`src/design/assert_macros.svh`:
```
// Assertion macros shared by the mutex node RTL.
`ifndef ASSERT_MACROS_SVH
`define ASSERT_MACROS_SVH

// Checked on every rising edge of clk, suspended while arst_n is low.
`define ASSERT_RST(lbl, prop, msg) \
	lbl: assert property (@(posedge clk) disable iff (!arst_n) (prop)) \
		else $error(msg);

// Checked on every rising edge of clk, reset included.
`define ASSERT_ALWAYS(lbl, prop, msg) \
	lbl: assert property (@(posedge clk) (prop)) \
		else $error(msg);

`endif

```
`src/design/dmn_pkg.sv`:
```
// Shared types, constants and helper functions of the mutex node.
`timescale 1ns / 1ps
`default_nettype none

package dmn_pkg;

	localparam int NODES      = 16;
	localparam int CLOCK_BITS = 32;

	localparam int ID_W    = 4;
	localparam int CNT_W   = 5;
	localparam int STAMP_W = 32;
	localparam int DEF_AW  = 4;
	localparam int DEF_DEPTH = 1 << DEF_AW;

	typedef logic [ID_W-1:0]       id_t;
	typedef logic [CNT_W-1:0]      cnt_t;
	typedef logic [CLOCK_BITS-1:0] clk_t;
	typedef logic [STAMP_W-1:0]    stamp_t;
	typedef logic [DEF_AW-1:0]     dcnt_t;

	localparam cnt_t  MAX_CNT   = cnt_t'((NODES < 16) ? NODES : 16);
	localparam dcnt_t DEFER_CAP = dcnt_t'(15);
	localparam clk_t  CLK_MAX   = '1;

	typedef enum logic [1:0] {
		OP_MSG     = 2'd0,
		OP_ENTER   = 2'd1,
		OP_RELEASE = 2'd2
	} op_t;

	typedef enum logic [1:0] {
		KIND_REQUEST = 2'd0,
		KIND_ACK     = 2'd1,
		KIND_FINISH  = 2'd2
	} kind_t;

	typedef enum logic [0:0] {
		OUT_REQUEST = 1'b0,
		OUT_ACK     = 1'b1
	} out_kind_t;

	typedef enum logic [0:0] {
		REG_NODE_ID    = 1'b0,
		REG_NODE_COUNT = 1'b1
	} cfg_reg_t;

	typedef enum logic [1:0] {
		MODE_IDLE = 2'd0,
		MODE_REQ  = 2'd1,
		MODE_CS   = 2'd2
	} mode_t;

	typedef enum logic [1:0] {
		EMIT_NOP   = 2'd0,
		EMIT_ACK   = 2'd1,
		EMIT_BCAST = 2'd2,
		EMIT_DEFER = 2'd3
	} emit_sel_t;

	typedef enum logic [3:0] {
		ST_IDLE,
		ST_DISPATCH,
		ST_RX_REQ,
		ST_RX_ACK,
		ST_EMIT_NOP,
		ST_EMIT_IGN,
		ST_EMIT_ACK,
		ST_BCAST,
		ST_FL_RD,
		ST_FL_OUT
	} state_t;

	typedef struct packed {
		id_t    id;
		stamp_t stamp;
	} def_entry_t;

	// Commands from the controller to the datapath.
	typedef struct packed {
		logic      load_in;
		logic      clk_merge;
		logic      clk_bump;
		logic      start_req;
		logic      enter_cs;
		logic      ack_dec;
		logic      go_idle;
		logic      defer_push;
		logic      def_clear;
		logic      def_read;
		logic      idx_clear;
		logic      idx_inc;
		logic      emit;
		emit_sel_t emit_sel;
		logic      emit_last;
		logic      emit_ign;
	} dmn_cmd_t;

	// Status from the datapath to the controller.
	typedef struct packed {
		logic [1:0] op;
		logic [1:0] kind;
		mode_t      mode;
		logic       acks_zero;
		logic       acks_one;
		logic       defer_full;
		logic       def_empty;
		logic       sender_first;
		logic       id_in_range;
		logic       cnt_one;
		logic       bc_skip;
		logic       bc_last;
		logic       fl_last;
		logic       out_free;
	} dmn_status_t;

	// Saturating increment of the Lamport clock.
	function automatic clk_t clk_inc(clk_t c);
		return (c == CLK_MAX) ? c : c + clk_t'(1);
	endfunction

	// A received stamp, clamped to the clock range.
	function automatic clk_t clk_from_msg(stamp_t m);
		stamp_t lim;
		lim = STAMP_W'(CLK_MAX);
		return (m > lim) ? CLK_MAX : CLOCK_BITS'(m);
	endfunction

	// Stamp carried by an outgoing message: the low bits of the clock.
	function automatic stamp_t clk_out(clk_t c);
		return STAMP_W'(c);
	endfunction

endpackage

`default_nettype wire

```
`src/design/dmn_ctrl.sv`:
```
// Controller state machine of the mutex node: sequences each transaction.
`timescale 1ns / 1ps
`default_nettype none
`include "assert_macros.svh"

module dmn_ctrl (
	input  wire                 clk,
	input  wire                 arst_n,
	input  wire                 in_valid,
	output logic                in_ready,
	input  dmn_pkg::dmn_status_t status,
	output dmn_pkg::dmn_cmd_t   cmd
);
	import dmn_pkg::*;

	state_t state_q;
	state_t state_d;

	always_ff @(posedge clk or negedge arst_n) begin
		if (!arst_n) begin
			state_q <= ST_IDLE;
		end else begin
			state_q <= state_d;
		end
	end

	always_comb begin
		state_d  = state_q;
		cmd      = '0;
		in_ready = 1'b0;
		case (state_q)
			ST_IDLE: begin
				in_ready = 1'b1;
				if (in_valid) begin
					cmd.load_in = 1'b1;
					state_d     = ST_DISPATCH;
				end
			end
			ST_DISPATCH: begin
				case (status.op)
					OP_MSG: begin
						if (status.kind inside {KIND_REQUEST, KIND_ACK, KIND_FINISH}) begin
							cmd.clk_merge = 1'b1;
						end
						case (status.kind)
							KIND_REQUEST: state_d = ST_RX_REQ;
							KIND_ACK:     state_d = ST_RX_ACK;
							KIND_FINISH:  state_d = ST_EMIT_NOP;
							default:      state_d = ST_EMIT_IGN;
						endcase
					end
					OP_ENTER: begin
						if (status.mode != MODE_IDLE || !status.id_in_range) begin
							state_d = ST_EMIT_IGN;
						end else begin
							cmd.clk_bump  = 1'b1;
							cmd.start_req = 1'b1;
							cmd.idx_clear = 1'b1;
							if (status.cnt_one) begin
								cmd.enter_cs = 1'b1;
								state_d      = ST_EMIT_NOP;
							end else begin
								state_d = ST_BCAST;
							end
						end
					end
					OP_RELEASE: begin
						if (status.mode != MODE_CS) begin
							state_d = ST_EMIT_IGN;
						end else begin
							cmd.clk_bump  = 1'b1;
							cmd.go_idle   = 1'b1;
							cmd.idx_clear = 1'b1;
							state_d       = status.def_empty ? ST_EMIT_NOP : ST_FL_RD;
						end
					end
					default: state_d = ST_EMIT_IGN;
				endcase
			end
			ST_RX_REQ: begin
				if (status.mode == MODE_IDLE ||
				    (status.mode == MODE_REQ && status.sender_first)) begin
					cmd.clk_bump = 1'b1;
					state_d      = ST_EMIT_ACK;
				end else if (status.defer_full) begin
					state_d = ST_EMIT_IGN;
				end else begin
					cmd.defer_push = 1'b1;
					state_d        = ST_EMIT_NOP;
				end
			end
			ST_RX_ACK: begin
				if (status.mode != MODE_REQ || status.acks_zero) begin
					state_d = ST_EMIT_IGN;
				end else begin
					cmd.ack_dec  = 1'b1;
					cmd.enter_cs = status.acks_one;
					state_d      = ST_EMIT_NOP;
				end
			end
			ST_EMIT_NOP, ST_EMIT_IGN, ST_EMIT_ACK: begin
				if (status.out_free) begin
					cmd.emit      = 1'b1;
					cmd.emit_last = 1'b1;
					cmd.emit_ign  = (state_q == ST_EMIT_IGN);
					cmd.emit_sel  = (state_q == ST_EMIT_ACK) ? EMIT_ACK : EMIT_NOP;
					state_d       = ST_IDLE;
				end
			end
			ST_BCAST: begin
				if (status.bc_skip) begin
					cmd.idx_inc = 1'b1;
				end else if (status.out_free) begin
					cmd.emit      = 1'b1;
					cmd.emit_sel  = EMIT_BCAST;
					cmd.emit_last = status.bc_last;
					cmd.idx_inc   = 1'b1;
					if (status.bc_last) begin
						state_d = ST_IDLE;
					end
				end
			end
			ST_FL_RD: begin
				cmd.def_read = 1'b1;
				state_d      = ST_FL_OUT;
			end
			ST_FL_OUT: begin
				if (status.out_free) begin
					cmd.emit      = 1'b1;
					cmd.emit_sel  = EMIT_DEFER;
					cmd.emit_last = status.fl_last;
					cmd.idx_inc   = 1'b1;
					if (status.fl_last) begin
						cmd.def_clear = 1'b1;
						state_d       = ST_IDLE;
					end else begin
						state_d = ST_FL_RD;
					end
				end
			end
			default: state_d = ST_IDLE;
		endcase
	end

	`ASSERT_RST(a_emit_into_free, cmd.emit |-> status.out_free, "result loaded into a full output register")
	`ASSERT_RST(a_last_ends_item, (cmd.emit && cmd.emit_last) |=> (state_q == ST_IDLE), "final result did not end the transaction")

endmodule

`default_nettype wire

```
`src/design/dmn_dp.sv`:
```
// Datapath of the mutex node: protocol state, deferred-ack store and output register.
`timescale 1ns / 1ps
`default_nettype none
`include "assert_macros.svh"

module dmn_dp (
	input  wire                  clk,
	input  wire                  arst_n,
	input  dmn_pkg::dmn_cmd_t    cmd,
	output dmn_pkg::dmn_status_t status,
	input  wire  [1:0]           in_op,
	input  wire  [1:0]           in_kind,
	input  wire  [dmn_pkg::ID_W-1:0]    in_src,
	input  wire  [dmn_pkg::STAMP_W-1:0] in_stamp,
	input  wire                  cfg_wr,
	input  wire  [0:0]           cfg_index,
	input  wire  [dmn_pkg::CNT_W-1:0]   cfg_data,
	input  wire                  out_ready,
	output logic                 out_valid,
	output logic                 out_send,
	output logic [dmn_pkg::ID_W-1:0]    out_dest,
	output logic                 out_kind,
	output logic [dmn_pkg::STAMP_W-1:0] out_stamp,
	output logic                 out_last,
	output logic                 out_in_section,
	output logic                 out_ignored
);
	import dmn_pkg::*;

	id_t        node_id_q;
	cnt_t       node_count_q;
	logic [1:0] in_op_q;
	logic [1:0] in_kind_q;
	id_t        in_src_q;
	clk_t       in_clk_q;
	mode_t      mode_q;
	clk_t       clock_q;
	clk_t       req_date_q;
	id_t        acks_q;
	dcnt_t      dcount_q;
	id_t        idx_q;
	def_entry_t def_mem [DEF_DEPTH];
	def_entry_t rd_q;
	logic       out_valid_q;
	cnt_t       cnt_eff;
	id_t        cnt_m1;
	id_t        bc_last_idx;
	clk_t       merged;

	always_ff @(posedge clk or negedge arst_n) begin
		if (!arst_n) begin
			node_id_q    <= '0;
			node_count_q <= cnt_t'(2);
		end else if (cfg_wr) begin
			case (cfg_index)
				REG_NODE_ID:    node_id_q    <= cfg_data[ID_W-1:0];
				REG_NODE_COUNT: node_count_q <= cfg_data;
				default:        node_id_q    <= node_id_q;
			endcase
		end
	end

	always_ff @(posedge clk) begin
		if (cmd.load_in) begin
			in_op_q   <= in_op;
			in_kind_q <= in_kind;
			in_src_q  <= in_src;
			in_clk_q  <= clk_from_msg(in_stamp);
		end
	end

	always_comb begin
		if (node_count_q > MAX_CNT) begin
			cnt_eff = MAX_CNT;
		end else if (node_count_q == '0) begin
			cnt_eff = cnt_t'(1);
		end else begin
			cnt_eff = node_count_q;
		end
		cnt_m1      = ID_W'(cnt_eff - cnt_t'(1));
		bc_last_idx = (cnt_m1 == node_id_q) ? cnt_m1 - id_t'(1) : cnt_m1;
		merged      = clk_inc((clock_q > in_clk_q) ? clock_q : in_clk_q);
	end

	always_ff @(posedge clk or negedge arst_n) begin
		if (!arst_n) begin
			mode_q     <= MODE_IDLE;
			clock_q    <= '0;
			req_date_q <= '0;
			acks_q     <= '0;
			dcount_q   <= '0;
			idx_q      <= '0;
		end else begin
			if (cmd.clk_merge) begin
				clock_q <= merged;
			end else if (cmd.clk_bump) begin
				clock_q <= clk_inc(clock_q);
			end
			if (cmd.start_req) begin
				req_date_q <= clk_inc(clock_q);
			end
			if (cmd.enter_cs) begin
				mode_q <= MODE_CS;
			end else if (cmd.start_req) begin
				mode_q <= MODE_REQ;
			end else if (cmd.go_idle) begin
				mode_q <= MODE_IDLE;
			end
			if (cmd.start_req) begin
				acks_q <= cnt_m1;
			end else if (cmd.ack_dec) begin
				acks_q <= acks_q - id_t'(1);
			end
			if (cmd.def_clear) begin
				dcount_q <= '0;
			end else if (cmd.defer_push) begin
				dcount_q <= dcount_q + dcnt_t'(1);
			end
			if (cmd.idx_clear) begin
				idx_q <= '0;
			end else if (cmd.idx_inc) begin
				idx_q <= idx_q + id_t'(1);
			end
		end
	end

	// Deferred acks: sender and the clock at the time the request was held back.
	always_ff @(posedge clk) begin
		if (cmd.defer_push) begin
			def_mem[dcount_q] <= '{id: in_src_q, stamp: clk_out(clock_q)};
		end
		if (cmd.def_read) begin
			rd_q <= def_mem[idx_q[DEF_AW-1:0]];
		end
	end

	always_ff @(posedge clk or negedge arst_n) begin
		if (!arst_n) begin
			out_valid_q <= 1'b0;
		end else if (cmd.emit) begin
			out_valid_q <= 1'b1;
		end else if (out_ready) begin
			out_valid_q <= 1'b0;
		end
	end

	always_ff @(posedge clk) begin
		if (cmd.emit) begin
			out_last       <= cmd.emit_last;
			out_ignored    <= cmd.emit_ign;
			out_in_section <= (mode_q == MODE_CS);
			case (cmd.emit_sel)
				EMIT_ACK: begin
					out_send  <= 1'b1;
					out_dest  <= in_src_q;
					out_kind  <= OUT_ACK;
					out_stamp <= clk_out(clock_q);
				end
				EMIT_BCAST: begin
					out_send  <= 1'b1;
					out_dest  <= idx_q;
					out_kind  <= OUT_REQUEST;
					out_stamp <= clk_out(clock_q);
				end
				EMIT_DEFER: begin
					out_send  <= 1'b1;
					out_dest  <= rd_q.id;
					out_kind  <= OUT_ACK;
					out_stamp <= rd_q.stamp;
				end
				default: begin
					out_send  <= 1'b0;
					out_dest  <= '0;
					out_kind  <= OUT_REQUEST;
					out_stamp <= '0;
				end
			endcase
		end
	end

	assign out_valid = out_valid_q;

	always_comb begin
		status.op           = in_op_q;
		status.kind         = in_kind_q;
		status.mode         = mode_q;
		status.acks_zero    = (acks_q == '0);
		status.acks_one     = (acks_q == id_t'(1));
		status.defer_full   = (dcount_q >= DEFER_CAP);
		status.def_empty    = (dcount_q == '0);
		status.sender_first = (in_clk_q < req_date_q) ||
		                      (in_clk_q == req_date_q && in_src_q < node_id_q);
		status.id_in_range  = ({1'b0, node_id_q} < cnt_eff);
		status.cnt_one      = (cnt_eff == cnt_t'(1));
		status.bc_skip      = (idx_q == node_id_q);
		status.bc_last      = (idx_q == bc_last_idx);
		status.fl_last      = (idx_q[DEF_AW-1:0] == dcount_q - dcnt_t'(1));
		status.out_free     = !out_valid_q || out_ready;
	end

	`ASSERT_RST(a_cs_no_acks, (mode_q != MODE_CS) || (acks_q == '0), "in section with acks outstanding")
	`ASSERT_RST(a_defer_not_idle, cmd.defer_push |-> (mode_q != MODE_IDLE), "request deferred while idle")

endmodule

`default_nettype wire

```
`src/design/distributed_mutex_node_core.sv`:
```
// Top level of one Ricart-Agrawala mutual exclusion node with a Lamport clock.
`timescale 1ns / 1ps
`default_nettype none

// One node of Ricart-Agrawala mutual exclusion. Each input transaction is a
// received protocol message (request, ack or finish), a local request to enter
// the critical section, or a local release; each produces one or more result
// transactions, the final one marked by m_axis_tlast. Results with send_valid
// set are messages to forward to node dest_id; a transaction that sends nothing
// yields a single result with send_valid clear. Every result also reports
// whether the node holds the section and whether the input was ignored.
// The node handles one input at a time. A received message or an ignored
// input passes dispatch, a receive state for requests and acks, and an emit
// state before its result is registered. A request to enter broadcasts one
// request per other node, one per cycle while the output register is free,
// and passes over this node's own id. A release plays back the deferred acks
// from a small internal store whose read is registered, so each deferred ack
// passes a read state and an output state. The final result sits in an output
// register, so the next input transaction is accepted while it waits to be
// taken. Configuration (node_id at index 0, node_count at index 1) is always
// accepted and must be written only while the node is idle.

module distributed_mutex_node_core (
	input  wire         clk,
	input  wire         arst_n,
	// Input: tdata = sender_id[3:0], msg_clock[35:4], zero fill [39:36].
	input  wire         s_axis_tvalid,
	output logic        s_axis_tready,
	input  wire  [39:0] s_axis_tdata,
	// Input: tuser = op[1:0], msg_kind[3:2].
	input  wire  [3:0]  s_axis_tuser,
	// Output: tdata = dest_id[3:0], out_clock[35:4], in_section[36], zero fill [39:37].
	output logic        m_axis_tvalid,
	input  wire         m_axis_tready,
	output logic [39:0] m_axis_tdata,
	// Output: tuser = send_valid[0], out_kind[1], ignored[2].
	output logic [2:0]  m_axis_tuser,
	output logic        m_axis_tlast,
	// Configuration write channel.
	input  wire         cfg_valid,
	output logic        cfg_ready,
	input  wire  [0:0]  cfg_index,
	input  wire  [4:0]  cfg_data
);
	import dmn_pkg::*;

	dmn_cmd_t    cmd;
	dmn_status_t status;
	logic        out_send;
	id_t         out_dest;
	logic        out_kind;
	stamp_t      out_stamp;
	logic        out_in_section;
	logic        out_ignored;

	// Registers are simple flops, so a write is taken in any cycle.
	assign cfg_ready = 1'b1;

	dmn_ctrl u_ctrl (
		.clk      (clk),
		.arst_n   (arst_n),
		.in_valid (s_axis_tvalid),
		.in_ready (s_axis_tready),
		.status   (status),
		.cmd      (cmd)
	);

	dmn_dp u_dp (
		.clk            (clk),
		.arst_n         (arst_n),
		.cmd            (cmd),
		.status         (status),
		.in_op          (s_axis_tuser[1:0]),
		.in_kind        (s_axis_tuser[3:2]),
		.in_src         (s_axis_tdata[3:0]),
		.in_stamp       (s_axis_tdata[35:4]),
		.cfg_wr         (cfg_valid && cfg_ready),
		.cfg_index      (cfg_index),
		.cfg_data       (cfg_data),
		.out_ready      (m_axis_tready),
		.out_valid      (m_axis_tvalid),
		.out_send       (out_send),
		.out_dest       (out_dest),
		.out_kind       (out_kind),
		.out_stamp      (out_stamp),
		.out_last       (m_axis_tlast),
		.out_in_section (out_in_section),
		.out_ignored    (out_ignored)
	);

	assign m_axis_tdata = {3'b000, out_in_section, out_stamp, out_dest};
	assign m_axis_tuser = {out_ignored, out_kind, out_send};

endmodule

`default_nettype wire
```
`config.mk`:
```
export PLATFORM = sky130hd
export DESIGN_NAME = distributed_mutex_node_core
export DESIGN_NICKNAME = d
export VERILOG_FILES = /design/src/design/dmn_pkg.sv /design/src/design/dmn_ctrl.sv /design/src/design/dmn_dp.sv /design/src/design/distributed_mutex_node_core.sv
export VERILOG_INCLUDE_DIRS = /design/src /design/src/design
export SDC_FILE = /design/constraint.sdc
export NUM_CORES = 1
export LEC_CHECK = 0
export BUFFER_PORTS_ARGS = -buffer_cell sky130_fd_sc_hd__buf_2
export CELL_PAD_IN_SITES_DETAIL_PLACEMENT = 1
export CELL_PAD_IN_SITES_GLOBAL_PLACEMENT = 2
export CORE_MARGIN = 3
export CORE_UTILIZATION = 30
export DETAILED_ROUTE_END_ITERATION = 10
export PLACE_DENSITY_LB_ADDON = 0.15
export SYNTH_ARGS = -nofsm -noshare
export SYNTH_HDL_FRONTEND = slang
export SYNTH_SLANG_ARGS = --single-unit
```
`constraint.sdc`:
```
create_clock -name clk -period 5.3 [get_ports clk]
set_clock_uncertainty 0.2 [all_clocks]
set_input_delay 0.795 -clock clk [delete_from_list [all_inputs] [get_ports clk]]
set_output_delay 0.795 -clock clk [all_outputs]
set_load 0.005 [all_outputs]
```
==> qor.yml, run 1 <==
final_layout:
  nets: 2521
  drive_gt1_share_pct: 23.6
  nFillCells: 11700
  final_cell_area_sq_mm: 0.0408
  area_growth_pct: 17.6
routing:
  drtIter0Drc: 1475
  wl_per_cell_um: 26.0
  dr.pass1.iters: 5
  ant_nets: 0
  wl_um: 103000
  vias: 20100
  via_per_inst: 5.10
  drc: 0
setup_path:
  cp_top_family: "compound AO/OA/AOI/OAI gates"
  endpoint_kind: "flop"
  startpoint: "u_dp.in_clk_q[27]"
  path_buf_inv: 1
  rrSetupSlack_ps: 210
  start_kind: "flop"
  arrival_ps: 5460
  worst_path_most_repeated_cell: "and3_1"
  crit_slowest_cell: "a221oi_4"
  timing.rr.end: "u_dp.clock_q[15]"
  critPathCapture: "u_dp.clock_q[15]"
  required_ps: 5670
  crit_chain: "inv_1 -> ha_1 -> and3_1 -> a221o_1 -> a221oi_4 -> o21ai_2 -> o211ai_4 -> mux2_2 -> ha_2 -> and3_1 -> nand2_1 -> or4_1 -> nand4_1 -> or3_1 -> mux2i_1 -> xnor2_1 -> a211oi_1 -> o21a_1"
  crit_cells: 18
  cp_max_fo: 4
  worst_r2r_startpoint: "u_dp.in_clk_q[27]"
  ff2ff_path_depth: 18
  worst-setup-path-type: "flop to flop"
  slowest_delay_ps: 450
die:
  die_x_um: 346
  fp.dieH_um: 346
  row_count: 124
  ios: 102
  core_sq_mm: 0.115
  die_area_sq_mm: 0.120
  start_util_pct: 30.3
flow_run:
  cap_violations: 0
placed_design:
  port_buffers: 93
  gp_congestion: 0.802
  dp_hpwl_um: 65200
  placed_cell_area_sq_mm: 0.0378
  pre_cts_slack_ps: 4.02
synthesis:
  synth_edf_count: 693
  ys_top_cells_by_area: "edfxtp_1 60%, mux4_2 12%, dfrtp_1 6.6%"
  avgSynthCellArea_sq_um: 16.0
  yosysUniqueCellTypes: 81
  yosys-top-cells-count: "693 x edfxtp_1, 180 x mux4_2, 144 x nand2_1"
  seq_area_frac_synth_pct: 66.7
  synthCells: 2168
  synthArstFlopShare_pct: 11.7
  synth_ff_type: "edfxtp_1"
  synth_seq_cells: 785
  synth_most_common_cell: "edfxtp_1"
  synth_area_leader_cell: "edfxtp_1"
  syn_area_sq_mm: 0.0347
  ys_warn_count: 0
  synth_top_area_share_pct: 60.0
sta:
  setup_tns_ps: 0
  rsz0062_at_grt: "no"
  final_max_slew_viol_count: 0
  max_freq_mhz: 197
  period_minus_slack_ps: 5090
  tightest_slew_ps: 1170
  timing.final.crit_share_pct: 96.0
  hold_viol: 0
  slew_headroom_pct: 22.2
  fin_ws_ps: 213
  setup_viol_count_final: 0
clock_network:
  cts-buffers-inserted: 87
  clk_latency_ps: 640
  clk_path_buf_depth: 3
  cts_root_buffer: "clkbuf_16"
  clock-sinks: 785
  cts_tree: "yes"
  clk_pin_slew_worst_paths_ps: 70
  cts_htree_levels: 3
global_route:
  grtUsageMet1_pct: 24.1
  gr-usage-met3_pct: 2.28
  grt_pass1_wl_um: 150000
  antenna_found_initial: 3
  gr-total-overflow: 0
  grt_pass1_vias: 21700
  grt_use_met2_pct: 27.7
  grt-busiest-layer: "met2"
  grt_max_degree: 130
  grt_usage_pct: 17.1
power_and_ir_drop:
  power_density_mw_per_mm2: 523
  ir_drop_mv: 0.323
  power.leakage_uw: 0.0137
run_status:
  status: "finished, final reports clean"
hold_path:
  hp-class: "input port to asynchronous set/reset pin"
[per-stage QoR]
stage / util, % / hold WS [ps] / instances / power (uW)
6_report: 35.6 / 43.4 / 3953 / 21300
5_1_grt: 35.6 / 90.1 / 3952 / 22500
4_1_cts: 35.6 / 31.2 / 3950 / 21700
3_5_place_dp: 33.0 / 274 / 3795 / 15400
3_3_place_gp: 33.0 / 268 / 3795 / 15200
2_1_floorplan: - / 250 / 2206 / 12900
[metal layers]
metal,part of all wire (%),vias up
met3,3.8,140
met4,2.7,0
met1,46,10700
li1,-,8848
met5,0,-
met2,47,414
[sequential cells by signal, summed over array words and instances, names as in the netlist, 2 cells and up]
register	flops
u_dp.dcount_q	4
u_dp.in_clk_q	32
u_dp.out_stamp	32
u_dp.node_count_q	5
u_dp.def_mem	576
u_dp.node_id_q	4
u_dp.rd_q	36
u_dp.req_date_q	32
u_dp.in_src_q	4
u_dp.acks_q	4
u_dp.in_kind_q	2
u_dp.mode_q	2
u_dp.clock_q	32
u_ctrl.state_q	4
u_dp.idx_q	4
u_dp.out_dest	4
u_dp.in_op_q	2
[cells in the final DEF (no fill, tap or decap), types with 15 or more instances in the layout]
cell,Yosys,final
edfxtp_1,693,693
mux4_2,180,180
nand2_1,144,143
nor2_1,113,109
inv_1,93,93
buf_2,27,92
buf_4,16,91
clkbuf_16,0,90
ha_1,92,89
dfrtp_1,91,87
o21ai_0,67,66
xnor2_1,64,64
a21oi_1,50,50
nand3_1,46,45
a22oi_1,44,44
conb_1,2,40
xor2_1,38,38
nand4_1,31,31
nor3_1,40,29
buf_12,0,20
and3_1,16,16
clkbuf_1,61,15
[area by class of cell]
| class | instances | area (sq um) | share of cell area (%) |
|---|---|---|---|
| antenna | 1 | 2.50 | 0.00614 |
| clock buffer | 106 | 2320 | 5.69 |
| clock inverter | 49 | 571 | 1.40 |
| inverter | 93 | 349 | 0.856 |
| multi-input combinational | 1204 | 11000 | 26.9 |
| sequential | 785 | 23100 | 56.7 |
| tap | 1512 | 1890 | 4.64 |
| timing repair buffer | 203 | 1540 | 3.79 |
[worst min path at each step]
stage,end,cells past startpoint
2_1_floorplan,u_dp.req_date_q[20],1
3_3_place_gp,u_dp.req_date_q[20],1
4_1_cts,u_ctrl.state_q[1],1
3_5_place_dp,u_dp.req_date_q[20],1
5_1_grt,u_ctrl.state_q[1],1
6_report,u_ctrl.state_q[1],1
[timing repair]
action / 4_1_cts / 5_1_grt
setup endpoints to repair: 1 / 17
hold endpoints to repair: 0 / 0
resized for setup: 2 / 5
cloned: 0 / 0
hold buffers: 0 / 0
pin swaps: 0 / 3
setup buffers: 0 / 2
[cell families (layout without fill, tap and decap cells)]
family / count (synthesis) / in the layout / share of synthesized area [%]
other: 2 / 41 / 0.0217
muxes: 204 / 204 / 12.4
and+or+nand+nor: 495 / 495 / 7.20
xor gates and xnor gates: 103 / 103 / 2.64
buffers and inverters: 217 / 451 / 2.62
DFF: 785 / 785 / 66.7
adders and majority gates: 92 / 92 / 3.32
AOI/OAI and AO/OA: 270 / 270 / 5.11
[report_power, final]
part | internal (uW) | leakage [uW] | switching (uW)
clock network | 3700 | 0.00140 | 2500
registers | 8020 | 0.00744 | 484
logic | 2740 | 0.00490 | 3880
No activity file was read; power rests on OpenSTA's default activity.
==> inputs of run 2 (changes only) <==
--- a/config.mk
+++ b/config.mk
@@ -10,7 +10,7 @@
 export CELL_PAD_IN_SITES_DETAIL_PLACEMENT = 1
 export CELL_PAD_IN_SITES_GLOBAL_PLACEMENT = 2
 export CORE_MARGIN = 3
-export CORE_UTILIZATION = 30
+export CORE_UTILIZATION = 42
 export DETAILED_ROUTE_END_ITERATION = 10
 export PLACE_DENSITY_LB_ADDON = 0.15
 export SYNTH_ARGS = -nofsm -noshare
==> qor.yml, run 2 (synthesis gave the netlist of run 1 again) <==
final_layout:
  final_common_cell: "edfxtp_1"  # unchanged
  drive_gt1_share_pct: 22.8  # was 23.6%
  final_cell_area_sq_mm: 0.0398  # was 0.0408 sq mm
  nets: 2502  # was 2521
  fin_util_pct: 49.0  # was 35.6%
  final_cell_count_no_fill: 3479  # was 3953
  layout_top_registers: "u_dp.def_mem: 576 flops, u_dp.rd_q: 36 flops"  # unchanged
  antenna_cells: 0  # was 1
  regMostFlops: "u_dp.def_mem"  # unchanged
  final_cell_mix: "693 x edfxtp_1, 180 x mux4_2, 143 x nand2_1"  # unchanged
  area_growth_pct: 14.8  # was 17.6%
  largest_reg_flops: 576  # unchanged
clock_network:
  cts_htree_levels: 3  # unchanged
  cts-buffers-inserted: 83  # was 87
  clk_latency_ps: 630  # was 640 ps
  clk_path_buf_depth: 3  # unchanged
  clk_pin_slew_worst_paths_ps: 60  # was 70 ps
  clock-sinks: 785  # unchanged
  cts_root_buffer: "clkbuf_16"  # unchanged
  cts_hold_buf: 0  # unchanged
  cts_tree: "yes"  # unchanged
global_route:
  antenna_found_initial: 1  # was 3
  gr-usage-met3_pct: 3.64  # was 2.28%
  gr-total-overflow: 0  # unchanged
  grt_max_degree: 73  # was 130
  grt_use_met2_pct: 36.3  # was 27.7%
  grtUsageMet1_pct: 31.3  # was 24.1%
  grt_usage_pct: 22.2  # was 17.1%
  grt_pass1_vias: 21200  # was 21700
  grt-busiest-layer: "met2"  # unchanged
  grt_pass1_wl_um: 141000  # was 150000 um
sta:
  timing.final.crit_share_pct: 95.3  # was 96.0%
  fin_ws_ps: 247  # was 213 ps
  period_minus_slack_ps: 5050  # was 5090 ps
  hold_viol: 0  # unchanged
  setup_viol_count_final: 0  # unchanged
  final_max_slew_viol_count: 0  # unchanged
  max_freq_mhz: 198  # was 197 MHz
  tightest_slew_ps: 1190  # was 1170 ps
  rsz0062_at_grt: "no"  # unchanged
  slew_headroom_pct: 20.3  # was 22.2%
die:
  start_util_pct: 42.7  # was 30.3%
  row_count: 104  # was 124
  die_x_um: 293  # was 346 um
  ios: 102  # unchanged
  fp.dieH_um: 293  # was 346 um
  core_sq_mm: 0.0812  # was 0.115 sq mm
  die_area_sq_mm: 0.0860  # was 0.120 sq mm
routing:
  ant_nets: 0  # unchanged
  drc: 0  # unchanged
  wl_per_cell_um: 27.3  # was 26.0 um
  drtIter0Drc: 1640  # was 1475
  wl_um: 94900  # was 103000 um
  via_per_inst: 5.75  # was 5.10
  vias: 20000  # was 20100
  dr.pass1.iters: 5  # unchanged
power_and_ir_drop:
  netSwitchingFraction_pct: 32.6  # was 32.2%
  comb_power_share_pct: 31.1  # was 31.0%
  ir_drop_mv: 0.378  # was 0.323 mV
  power.leakage_uw: 0.0135  # was 0.0137 uW
  clockPowerShare_pct: 27.6  # was 29.1%
  intPower_uw: 13900  # was 14500 uW
  power_density_mw_per_mm2: 519  # was 523 mW/mm^2
  p_sw_uw: 6750  # was 6870 uW
  power_frac_seq_pct: 41.4  # was 39.9%
placed_design:
  dp_hpwl_um: 58000  # was 65200 um
  port_buffers: 93  # unchanged
  pre_cts_slack_ps: 193  # was 4.02 ps
  dp_cells: 3330  # was 3795
  placed_cell_area_sq_mm: 0.0371  # was 0.0378 sq mm
  gp_congestion: 0.863  # was 0.802
setup_path:
  endpoint_kind: "flop"  # unchanged
  worst-setup-path-type: "flop to flop"  # unchanged
  rrSetupSlack_ps: 250  # was 210 ps
  cp_max_fo: 4  # unchanged
  arrival_ps: 5330  # was 5460 ps
  required_ps: 5580  # was 5670 ps
  start_kind: "flop"  # unchanged
hold_path:
  hp-class: "input port to asynchronous set/reset pin"  # unchanged
flow_run:
  cap_violations: 0  # unchanged
run_status:
  status: "finished, final reports clean"  # unchanged
==> run 2: layout make-up <==
cell class	count	area (sq um)
fill	7866	41400
sequential	785	23100
multi-input combinational	1204	11000
clock buffer	98	2150
timing repair buffer	188	1380
tap	1060	1330
clock inverter	51	508
inverter	93	349
==> run 2: layer usage <==
layer / up-vias / share of wire, %
li1: 8788 / -
met4: 0 / 2.5
met2: 570 / 48
met1: 10500 / 44
met5: - / 0
met3: 134 / 5.2
==> run 2: final timing paths <==
path,from,end,cells past startpoint
max,u_dp.in_clk_q[26],u_dp.clock_q[8],19
min in group clk,s_axis_tdata[4],u_dp.in_clk_q[0],1
min,arst_n,u_dp.req_date_q[27],1
max reg2reg,u_dp.in_clk_q[26],u_dp.clock_q[8],19
min reg2reg,u_dp.req_date_q[12],u_dp.req_date_q[12],2
max in group asynchronous,arst_n,u_dp.idx_q[0],2
==> run 2: what timing repair did <==
action | CTS | global route
gates resized for setup | 0 | 5
setup buffers | 0 | 0
endpoints found under the setup margin | 0 | 24
==> run 2: power by group through the flow <==
| stage | combinational (uW) | sequential, uW | clock (uW) |
|---|---|---|---|
| finish | 6430 | 8560 | 5700 |
| global route | 7060 | 8630 | 6100 |
| CTS | 6500 | 8570 | 5840 |
| detailed placement | 6480 | 8690 | 0 |
| global placement | 6240 | 8670 | 0 |
| floorplan | 4210 | 8680 | 0 |
==> run 2: metrics by stage <==
stage	hold slack, ps	TNS [ps]	total power, uW
2_1_floorplan	250	-17100	12900
3_3_place_gp	265	0	14900
3_5_place_dp	274	0	15200
4_1_cts	85.8	0	20900
5_1_grt	101	0	21800
6_report	82.9	0	20700
==> run 2: worst max-delay path, stage by stage (launching register included) <==
cell,delay (ps)
edfxtp_1,440
inv_1,130
ha_1,250
and3_1,220
a221o_1,400
a221oi_4,440
o21ai_1,180
o211ai_4,240
mux2i_1,300
ha_1,320
nand3_1,130
or3_1,330
or3_1,400
o21ai_0,180
buf_4,170
nor2_1,50
xnor2_1,230
mux2i_1,120
o21ai_1,130
a31oi_1,50
==> inputs of run 3 (changes only) <==
--- a/config.mk
+++ b/config.mk
@@ -6,9 +6,10 @@
 export SDC_FILE = /design/constraint.sdc
 export NUM_CORES = 1
 export LEC_CHECK = 0
-export BUFFER_PORTS_ARGS = -buffer_cell sky130_fd_sc_hd__buf_2
+export BUFFER_PORTS_ARGS = -buffer_cell sky130_fd_sc_hd__clkbuf_2
 export CELL_PAD_IN_SITES_DETAIL_PLACEMENT = 1
 export CELL_PAD_IN_SITES_GLOBAL_PLACEMENT = 2
+export CORE_ASPECT_RATIO = 1.4
 export CORE_MARGIN = 3
 export CORE_UTILIZATION = 42
 export DETAILED_ROUTE_END_ITERATION = 10
==> qor.yml, run 3 (synthesis gave the netlist of run 1 again) <==
run_status:
  status: "finished, final reports clean"  # unchanged
power_and_ir_drop:
  power_density_mw_per_mm2: 513  # was 519 mW/mm^2
  power.leakage_uw: 0.0135  # about the same
  ir_drop_mv: 0.383  # was 0.378 mV
die:
  die_x_um: 249  # was 293 um
  fp.dieH_um: 346  # was 293 um
  die_area_sq_mm: 0.0861  # was 0.0860 sq mm
  ios: 102  # unchanged
  row_count: 124  # was 104
  start_util_pct: 42.4  # was 42.7%
  core_sq_mm: 0.0818  # was 0.0812 sq mm
global_route:
  grt_usage_pct: 22.7  # was 22.2%
  grt_pass1_wl_um: 145000  # was 141000 um
  grt_max_degree: 95  # was 73
  gr-total-overflow: 0  # unchanged
  antenna_found_initial: 2  # was 1
  grt_pass1_vias: 21900  # was 21200
routing:
  dr.pass1.iters: 6  # was 5
  wl_per_cell_um: 27.8  # was 27.3 um
  wl_um: 97200  # was 94900 um
  vias: 19900  # was 20000
  drtIter0Drc: 1285  # was 1640
  ant_nets: 0  # unchanged
  via_per_inst: 5.71  # was 5.75
  drc: 0  # unchanged
clock_network:
  clk_pin_slew_worst_paths_ps: 60  # about the same
  cts_root_buffer: "clkbuf_16"  # unchanged
  clock-sinks: 785  # unchanged
  cts_tree: "yes"  # unchanged
  clk_latency_ps: 630  # about the same
  cts_htree_levels: 3  # unchanged
  clk_path_buf_depth: 3  # unchanged
  cts_setup_buffers: 0  # unchanged
  cts-buffers-inserted: 76  # was 83
final_layout:
  largest_reg_flops: 576  # unchanged
  final_cell_area_sq_mm: 0.0398  # about the same
  drive_gt1_share_pct: 23.3  # was 22.8%
  layout_top_registers: "u_dp.def_mem: 576 flops, u_dp.rd_q: 36 flops"  # unchanged
  multiInputGateArea_sq_mm: 0.0110  # about the same
  area_growth_pct: 14.7  # was 14.8%
  nFillCells: 7808  # was 7866
  final_cell_mix: "693 x edfxtp_1, 180 x mux4_2, 143 x nand2_1"  # unchanged
  antenna_cells: 0  # unchanged
  final_common_cell: "edfxtp_1"  # unchanged
  nets: 2512  # was 2502
  regMostFlops: "u_dp.def_mem"  # unchanged
  final-seq-area_sq_mm: 0.0231  # unchanged
hold_path:
  hp-class: "input port to asynchronous set/reset pin"  # unchanged
placed_design:
  placed_cell_area_sq_mm: 0.0373  # was 0.0371 sq mm
  port_buffers: 93  # unchanged
  dp_hpwl_um: 61500  # was 58000 um
  gp_congestion: 0.855  # was 0.863
setup_path:
  cp_top_family: "compound AO/OA/AOI/OAI gates"  # unchanged
  timing.rr.end: "u_dp.clock_q[29]"  # was u_dp.clock_q[8]
  rrSetupSlack_ps: 270  # was 250 ps
  crit_chain: "inv_2 -> ha_1 -> a21oi_1 -> o21ai_0 -> a2111oi_1 -> buf_4 -> nand3b_1 -> o211ai_4 -> mux2_2 -> ha_1 -> buf_4 -> and3_1 -> nand2_1 -> buf_4 -> nor4_4 -> nor4b_4 -> buf_4 -> nand2_1 -> nor2_1 -> o21ai_0 -> a21o_1 -> a22oi_1"  # was inv_1 -> ha_1 -> and3_1 -> a221o_1 -> a221oi_4 -> o21ai_1 -> o211ai_4 -> mux2i_1 -> ha_1 -> nand3_1 -> or3_1 -> or3_1 -> o21ai_0 -> buf_4 -> nor2_1 -> xnor2_1 -> mux2i_1 -> o21ai_1 -> a31oi_1
  worst-setup-path-type: "flop to flop"  # unchanged
  ff2ff_path_depth: 22  # was 19
  startpoint: "u_dp.in_clk_q[21]"  # was u_dp.in_clk_q[26]
  slowest_delay_ps: 470  # was 440 ps
  crit_slowest_cell: "edfxtp_1"  # unchanged
  worst_r2r_startpoint: "u_dp.in_clk_q[21]"  # was u_dp.in_clk_q[26]
  endpoint_kind: "flop"  # unchanged
  cp_max_fo: 5  # was 4
  start_kind: "flop"  # unchanged
  arrival_ps: 5360  # was 5330 ps
  path_buf_inv: 5  # was 2
  required_ps: 5630  # was 5580 ps
  worst_path_most_repeated_cell: "buf_4"
sta:
  slew_headroom_pct: 19.5  # was 20.3%
  tightest_slew_ps: 1200  # was 1190 ps
  max_freq_mhz: 199  # was 198 MHz
  period_minus_slack_ps: 5030  # was 5050 ps
  hold_viol: 0  # unchanged
  rsz0062_at_grt: "no"  # unchanged
  setup_tns_ps: 0  # unchanged
  setup_viol_count_final: 0  # unchanged
  timing.final.crit_share_pct: 95.0  # was 95.3%
  final_max_slew_viol_count: 0  # unchanged
flow_run:
  cap_violations: 0  # unchanged
[run 3: cell types whose count changed in the layout (fill, tap and decap cells not counted), moves of 4 or more]
cell	delta
buf_12	+5
buf_2	-92
buf_4	+12
clkbuf_16	-7
clkbuf_2	+92
clkinv_1	-6
clkinvlp_4	-4
[run 3: worst max path at each step]
stage | to | depth (start not counted)
final | u_dp.clock_q[29] | 22
after CTS | u_dp.clock_q[14] | 20
after floorplan | u_dp.def_mem[1][0] | 9
after global routing | u_dp.clock_q[29] | 22
after detailed placement | u_dp.clock_q[14] | 20
after global placement | u_dp.clock_q[28] | 17
[run 3: layer usage]
layer | global-route usage, % | up-vias | routed length [um]
li1 | - | 8806 | -
met1 | 28.5 | 10500 | 38700
met2 | 41.0 | 519 | 51400
met3 | 2.66 | 138 | 4030
met4 | 7.28 | 0 | 3000
met5 | 0 | - | 0
[run 3: repair_timing]
action,CTS,global route
resized for setup,0,6
endpoints found under the setup margin,0,9
hold buffers,0,0
hold endpoints to repair,0,0
[run 3: worst register-to-register path: stages (launching register included)]
cell and delay (ps):
edfxtp_1 470, inv_2 130, ha_1 250, a21oi_1 150, o21ai_0 160, a2111oi_1 410
buf_4 220, nand3b_1 130, o211ai_4 280, mux2_2 380, ha_1 230, buf_4 150
and3_1 230, nand2_1 110, buf_4 160, nor4_4 50, nor4b_4 320, buf_4 210
nand2_1 120, nor2_1 130, o21ai_0 90, a21o_1 220, a22oi_1 140
[run 3: metrics by stage]
stage               util [%]  std cells  setup WS [ps]  total power, uW  hold WS, ps
global placement        45.7       3358            156            15000          268
floorplan                  -       2206           -119            12900          250
CTS                     48.6       3494           61.7            20600         99.5
detailed placement      45.7       3358           99.3            15200          270
global route            48.6       3494           43.4            21500          115
finish                  48.6       3494            266            20400          110
[run 3: layout make-up]
| type | count | area share [%] |
|---|---|---|
| clock buffers | 90 | 4.97 |
| clock inverters | 46 | 1.11 |
| inverters | 93 | 0.878 |
| multi-input cells | 1204 | 27.6 |
| flip-flops and latches | 785 | 58.2 |
| well taps | 1071 | 3.37 |
| repair buffers | 205 | 3.95 |
[run 3: power by group]
part / leakage, uW / switching (uW) / internal [uW]
Combinational: 0.00492 / 3720 / 2710
Sequential: 0.00744 / 572 / 8020
Clock: 0.00119 / 2350 / 3020
